### src/rtl/text_console_char_writer_top_defines.svh
// Assertion macros for the text console writer
`ifndef TEXT_CONSOLE_CHAR_WRITER_TOP_DEFINES_SVH
`define TEXT_CONSOLE_CHAR_WRITER_TOP_DEFINES_SVH

`define TCW_ASSERT_IMPL(label, clk, rst_n, ante, cons) \
	label: assert property (@(posedge clk) disable iff (!rst_n) (ante) |-> (cons)) \
		else $error("assertion failed");

`define TCW_ASSERT_NEXT(label, clk, rst_n, ante, cons) \
	label: assert property (@(posedge clk) disable iff (!rst_n) (ante) |=> (cons)) \
		else $error("assertion failed");

`endif

### src/rtl/tcw_pkg.sv
package tcw_pkg;
	localparam int COLS = 80;
	localparam int ROWS = 25;
	localparam int CELLS = ROWS * COLS;
	localparam int AW = $clog2(CELLS);
	localparam int CW = 7;
	localparam int RW = 5;
	localparam logic [7:0] SPACE = 8'h20;
	localparam logic [7:0] ATTR_RESET = 8'h07;
	localparam logic [7:0] CH_NL = 8'h0a;
	localparam logic [7:0] CH_CR = 8'h0d;
	localparam logic [7:0] CH_TAB = 8'h09;
	localparam logic [7:0] CH_BS = 8'h08;
	localparam logic [1:0] ACT_PUT = 2'd0;
	localparam logic [1:0] ACT_READ = 2'd1;
	localparam logic [1:0] ACT_CLEAR = 2'd2;
	localparam int QDEPTH = 2;

	typedef struct packed {
		logic [1:0]  action;
		logic [7:0]  char_code;
		logic [RW-1:0] read_row;
		logic [CW-1:0] read_col;
	} req_t;

	function automatic logic [AW-1:0] addr_of(input logic [RW-1:0] r, input logic [CW-1:0] c);
		logic [AW+RW+CW-1:0] a;
		a = (AW+RW+CW)'(r) * (AW+RW+CW)'(COLS) + (AW+RW+CW)'(c);
		return a[AW-1:0];
	endfunction
endpackage

### src/rtl/tcw_front.sv
module tcw_front (
	input  logic           clk,
	input  logic           arst_n,
	input  logic           start,
	input  logic           blocked,
	input  tcw_pkg::req_t  req,
	input  logic           pop,
	output logic           busy,
	output logic           q_valid,
	output tcw_pkg::req_t  q_head
);
	tcw_pkg::req_t q_q [tcw_pkg::QDEPTH];
	logic [1:0] cnt_q;
	logic push;

	assign busy = blocked || (cnt_q == 2'(tcw_pkg::QDEPTH));
	assign push = start && !busy;
	assign q_valid = (cnt_q != 2'd0);
	assign q_head = q_q[0];

	always_ff @(posedge clk or negedge arst_n) begin
		if (!arst_n) begin
			cnt_q <= 2'd0;
		end else begin
			cnt_q <= cnt_q + 2'(push) - 2'(pop);
		end
	end

	always_ff @(posedge clk) begin
		if (pop) begin
			q_q[0] <= (push && cnt_q[0]) ? req : q_q[1];
			if (push && !cnt_q[0]) q_q[1] <= req;
		end else if (push) begin
			q_q[cnt_q[0]] <= req;
		end
	end
endmodule

### config.mk
export PLATFORM = sky130hd
export DESIGN_NAME = tcw_front
export DESIGN_NICKNAME = d
export VERILOG_FILES = /design/src/rtl/text_console_char_writer_top_defines.svh /design/src/rtl/tcw_pkg.sv /design/src/rtl/tcw_front.sv
export SDC_FILE = /design/constraint.sdc
export NUM_CORES = 1
export LEC_CHECK = 0
export CORE_ASPECT_RATIO = 1.25
export CORE_MARGIN = 4
export CORE_UTILIZATION = 61
export CTS_CLUSTER_SIZE = 40
export DETAILED_ROUTE_END_ITERATION = 16
export DONT_BUFFER_PORTS = 1
export PLACE_DENSITY_LB_ADDON = 0.05
export SLEW_MARGIN = 20
export SYNTH_ARGS = -nofsm -noshare
export SYNTH_HDL_FRONTEND = slang
export SYNTH_SLANG_ARGS = --single-unit
### constraint.sdc
create_clock -name clk -period 2.25 [get_ports clk]
set_input_delay 0.225 -clock clk [delete_from_list [all_inputs] [get_ports clk]]
set_output_delay 0.225 -clock clk [all_outputs]
set_load 0.02 [all_outputs]
**Word level (Yosys, flattened, before mapping)**

Memories as Yosys holds them, arrays and structs flattened.
Index checks and enable logic that the tools add are counted.

- Reductions and logical operators: 8
- Bitwise gates (word level): 0
- Shift-type cells: 0
- Magnitude comparators: 0
- Add/subtract/negate cells: 2
- Mux-type cells: 12
- Multipliers: 0
- Div/mod/pow operators: 0
- Equal/unequal tests: 1

Operators by type and width:

| operator | count |
|---|---|
| 2-to-1 mux 22 bit | 2 |
| OR reduction 22 bit | 1 |
| 2-to-1 mux 1 bit | 10 |
| logical AND 1 bit | 3 |
| adder 2 x 1 -> 2 bit | 1 |
| == test 2 bit, second input constant | 1 |
| logical NOT 1 bit | 2 |
| nonzero test 2 bit | 1 |
| subtractor 2 x 1 -> 2 bit | 1 |
| logical OR 1 bit | 1 |

- RAM bits: 44
- Output and inout port bits: 24
- Bits in latches: 0
- Memory bits (read-only): 0
- Register bits: 2
- Input bits: 27
- Memories: 1
- Logic and storage cells: 25

Memory list:

| name | depth | bits a word | rd ports | clocked after Yosys merged registers in | wr ports | RTL line | source |
|---|---|---|---|---|---|---|---|
| q_q | 2 | 22 | 2 | 0 | 2 | tcw_front.sv:12 | `tcw_pkg::req_t q_q [tcw_pkg::QDEPTH];` |

**Logic depth before layout (Yosys ltp)**

- Depth after elaboration: 9
- Depth in mapped cells: 7
- Mapped depth without buffers: 7

**Least setup slack after synthesis**

Ideal clock, no wire load.

- Kind: flip-flop to flip-flop
- Start point: register cnt_q[0]
- End point: memory q_q[0][10] in the netlist's numbering (data pin)
- Data arrival time: 1657 ps
- Stages on the path, launching flop included: 8
- Setup time: 260 ps
- Path slack: 333 ps
- Data required time: 1990 ps
- Period minus slack after synthesis: 1917 ps
- Path through: dfrtp_1 -> nand2b_1 -> and2_1 -> ha_1 -> nand2b_1 -> a21bo_2 -> buf_6 -> mux2_4

RTL lines:

| element | RTL line | source |
|---|---|---|
| start, declared | tcw_front.sv:13 | `logic [1:0] cnt_q;` |
| start signal, assigned | tcw_front.sv:25 | `cnt_q <= cnt_q + 2'(push) - 2'(pop);` |
| end, declared | tcw_front.sv:12 |  |

==> impl_metrics.csv <==
group,metric,value,unit
timing,period_share,90.0,%
timing,clock_skew,6.72,ps
run,cap_violations,0,
synthesis,syn_area,1850,µm²
cts,insertion_delay,350,ps
place,gp_congestion,0.637,
timing,setup_ws,226,ps
timing,fin_crit,2020,ps
worst_setup_path,path_max_fanout,22,
timing,finalSetupViolCount,0,
drt,vias,855,
power,irDropWorstVdd,841,µV
timing,hold_violations,0,
die,initial_utilization,63.3,%
synthesis,synthCells,88,
cells_and_area,syn_to_final_growth,19.8,%
cells_and_area,design_area,2210,µm²
drt,antenna_left,0,
place,place_hpwl,1950,µm
timing,maxSlewHeadroom,59.4,%
synthesis,postSynthAreaPerCell,21.0,µm²
drt,drt-total-wl,3050,µm
synthesis,synth.yosys.seq_area_share,74.3,%
place,pre_cts_ws,-2.71,ps
cells_and_area,antenna_cells,0,
die,dieArea,3970,µm²
die,rows,22,
place,portBuffers,0,
cts,cts_root_buf,"clkbuf_4",
cts,cts_setup_buffers,0,
cts,tritoncts,"done",
die,core_area,2920,µm²
timing,worstMarginPinSlew,609,ps
die,ios,51,
place,dpl_cell_area,1900,µm²
global_routing,grt-busiest-layer,"met2",
global_routing,grt_max_degree,23,
timing,hold_ws,70.7,ps
drt,drt-initial-drc-count,21,
global_routing,grtUsageMet3,6.89,%
timing,rsz0062_at_grt,"false",
cells_and_area,drive_above_1_share,27.7,%
global_routing,met1_usage,22.1,%
hold_path,hp-class,"primary input to flop",
drt,wire_per_inst,19.6,µm
power,p_per_area,957,nW/µm²
drt,firstDrtPassIters,4,
cts,cts.sinks,46,
cells_and_area,final_util,75.8,%
global_routing,antenna_found_initial,0,
synthesis,syn_nets,118,
synthesis,ys_seq_elements,46,
worst_setup_path,cp-end-kind,"flop",
synthesis,yosys.cell_types.count,16,
timing,max_freq,494,MHz
place,dp_cells,124,
status,status,"finished, final reports clean",
worst_setup_path,cp_data_required_time,2360,ps
synthesis,ys_warn_count,0,
cells_and_area,final_nets,148,
drt,drc_errors,0,
die,fp.dieH,69.5,µm
cts,clk_pin_slew,130,ps
power,power.leakage,0.000824,µW
worst_setup_path,arrival,2130,ps
cts,numCtsBuffers,5,
cells_and_area,layoutNonFillerInstCount,155,
global_routing,grtUsageMet2,26.4,%
global_routing,grt_pass1_vias,914,
cts,h-tree-depth,2,
worst_setup_path,worstSetupPathType,"flop to flop",
cts,clk_path_buf_depth,2,
global_routing,gr-total-overflow,0,
global_routing,grt_pass1_wl,5080,µm
die,dieWidth,57.2,µm
drt,post_drt_via_cell_ratio,5.52,
worst_setup_path,startpoint_type,"flop",
timing,finalMaxSlewViolations,0,
global_routing,grt_use_total,17.4,%
==> cells by family after synthesis <==
kind of cell,count (synthesis),synth area share (%)
DFF,46,74.3
muxes,22,17.5
and+or+nand+nor,7,2.10
buffers and inverters,6,2.03
adders and majority gates,3,2.03
AOI/OAI and AO/OA,2,1.08
xor gates and xnor gates,2,0.949
==> cell type report <==
cell class | count | area, µm²
sequential | 46 | 1370
tap | 36 | 45.0
clock buffer | 5 | 37.5
fill | 182 | 707
multi-input combinational | 36 | 444
timing repair buffer | 25 | 258
clock inverter | 3 | 40.0
inverter | 4 | 15.0
==> cell usage in the layout, fill, tap and decap left out <==
cell and n:
clkinv_2 2, dfrtp_1 2, mux2_1 2, mux2_4 20
nor2b_1 1, clkbuf_4 5, nor2_1 1, buf_4 1
edfxtp_1 44, xnor2_1 2, inv_1 3, buf_12 1
and2_1 1, bufinv_16 1, a32o_2 1, nand2_1 1
dlygate4sd3_1 23, inv_2 1, a21bo_4 1, ha_1 3
nand2b_1 3
==> state kept, by name, indices dropped and copies added (netlist names) <==
| signal | count |
|---|---|
| q_q | 44 |
| cnt_q | 2 |
==> metal layers <==
| layer | routed length, µm | up-vias |
|---|---|---|
| met5 | 0 | - |
| met4 | 55 | 0 |
| met3 | 206 | 6 |
| met2 | 1520 | 37 |
| met1 | 1270 | 421 |
| li1 | - | 391 |
==> report_power, final <==
group          internal, µW  switching (µW)
logic                   219             188
clock network           230             251
registers              1100             125
==> path summary, 6_finish.rpt <==
| path | start | slack (ps) | endpoint | cells after the start |
|---|---|---|---|---|
| worst min register to register | cnt_q[1] | 520 | cnt_q[1] | 1 |
| max in group asynchronous | arst_n | 2040 | cnt_q[1] | 1 |
| min in group asynchronous | arst_n | 90 | cnt_q[0] | 1 |
| worst max register to register | cnt_q[1] | 230 | q_q[0][11] | 6 |
| worst min-delay path | req[21] | 70 | q_q[0][21] | 1 |
| worst max-delay path | cnt_q[1] | 230 | q_q[0][11] | 6 |
==> metrics by stage <==
step	total power [µW]	setup TNS, ps
after floorplan	1550	0
after CTS	2140	0
after global routing	2220	0
final	2120	0
after global placement	1600	0
after detailed placement	1620	-2.71
==> worst max-delay path, cell delays in order, from the launching register on <==
cell and delay (ps):
dfrtp_1 420, nand2b_1 100, and2_1 160, ha_1 180, nand2b_1 80, a21bo_4 480
mux2_4 360
==> repair_timing <==
item	in CTS	in global routing
hold buffers	23	0
gates resized for setup	1	0
hold endpoints to repair	24	0
endpoints found under the setup margin	5	0
==> cells in the mapped netlist <==
cell	number	area share, %
a21bo_2	1	0.54
and2_1	1	0.34
mux2_1	2	1.2
xnor2_1	2	0.95
nor2_1	1	0.20
mux2_4	20	16
inv_1	3	0.61
ha_1	3	2.0
nand2b_1	3	1.0
dfrtp_1	2	2.7
nand2_1	1	0.20
a32o_1	1	0.54
inv_2	1	0.20
edfxtp_1	44	72
buf_6	2	1.2
nor2b_1	1	0.34
Power figures use the tool's default switching activity.
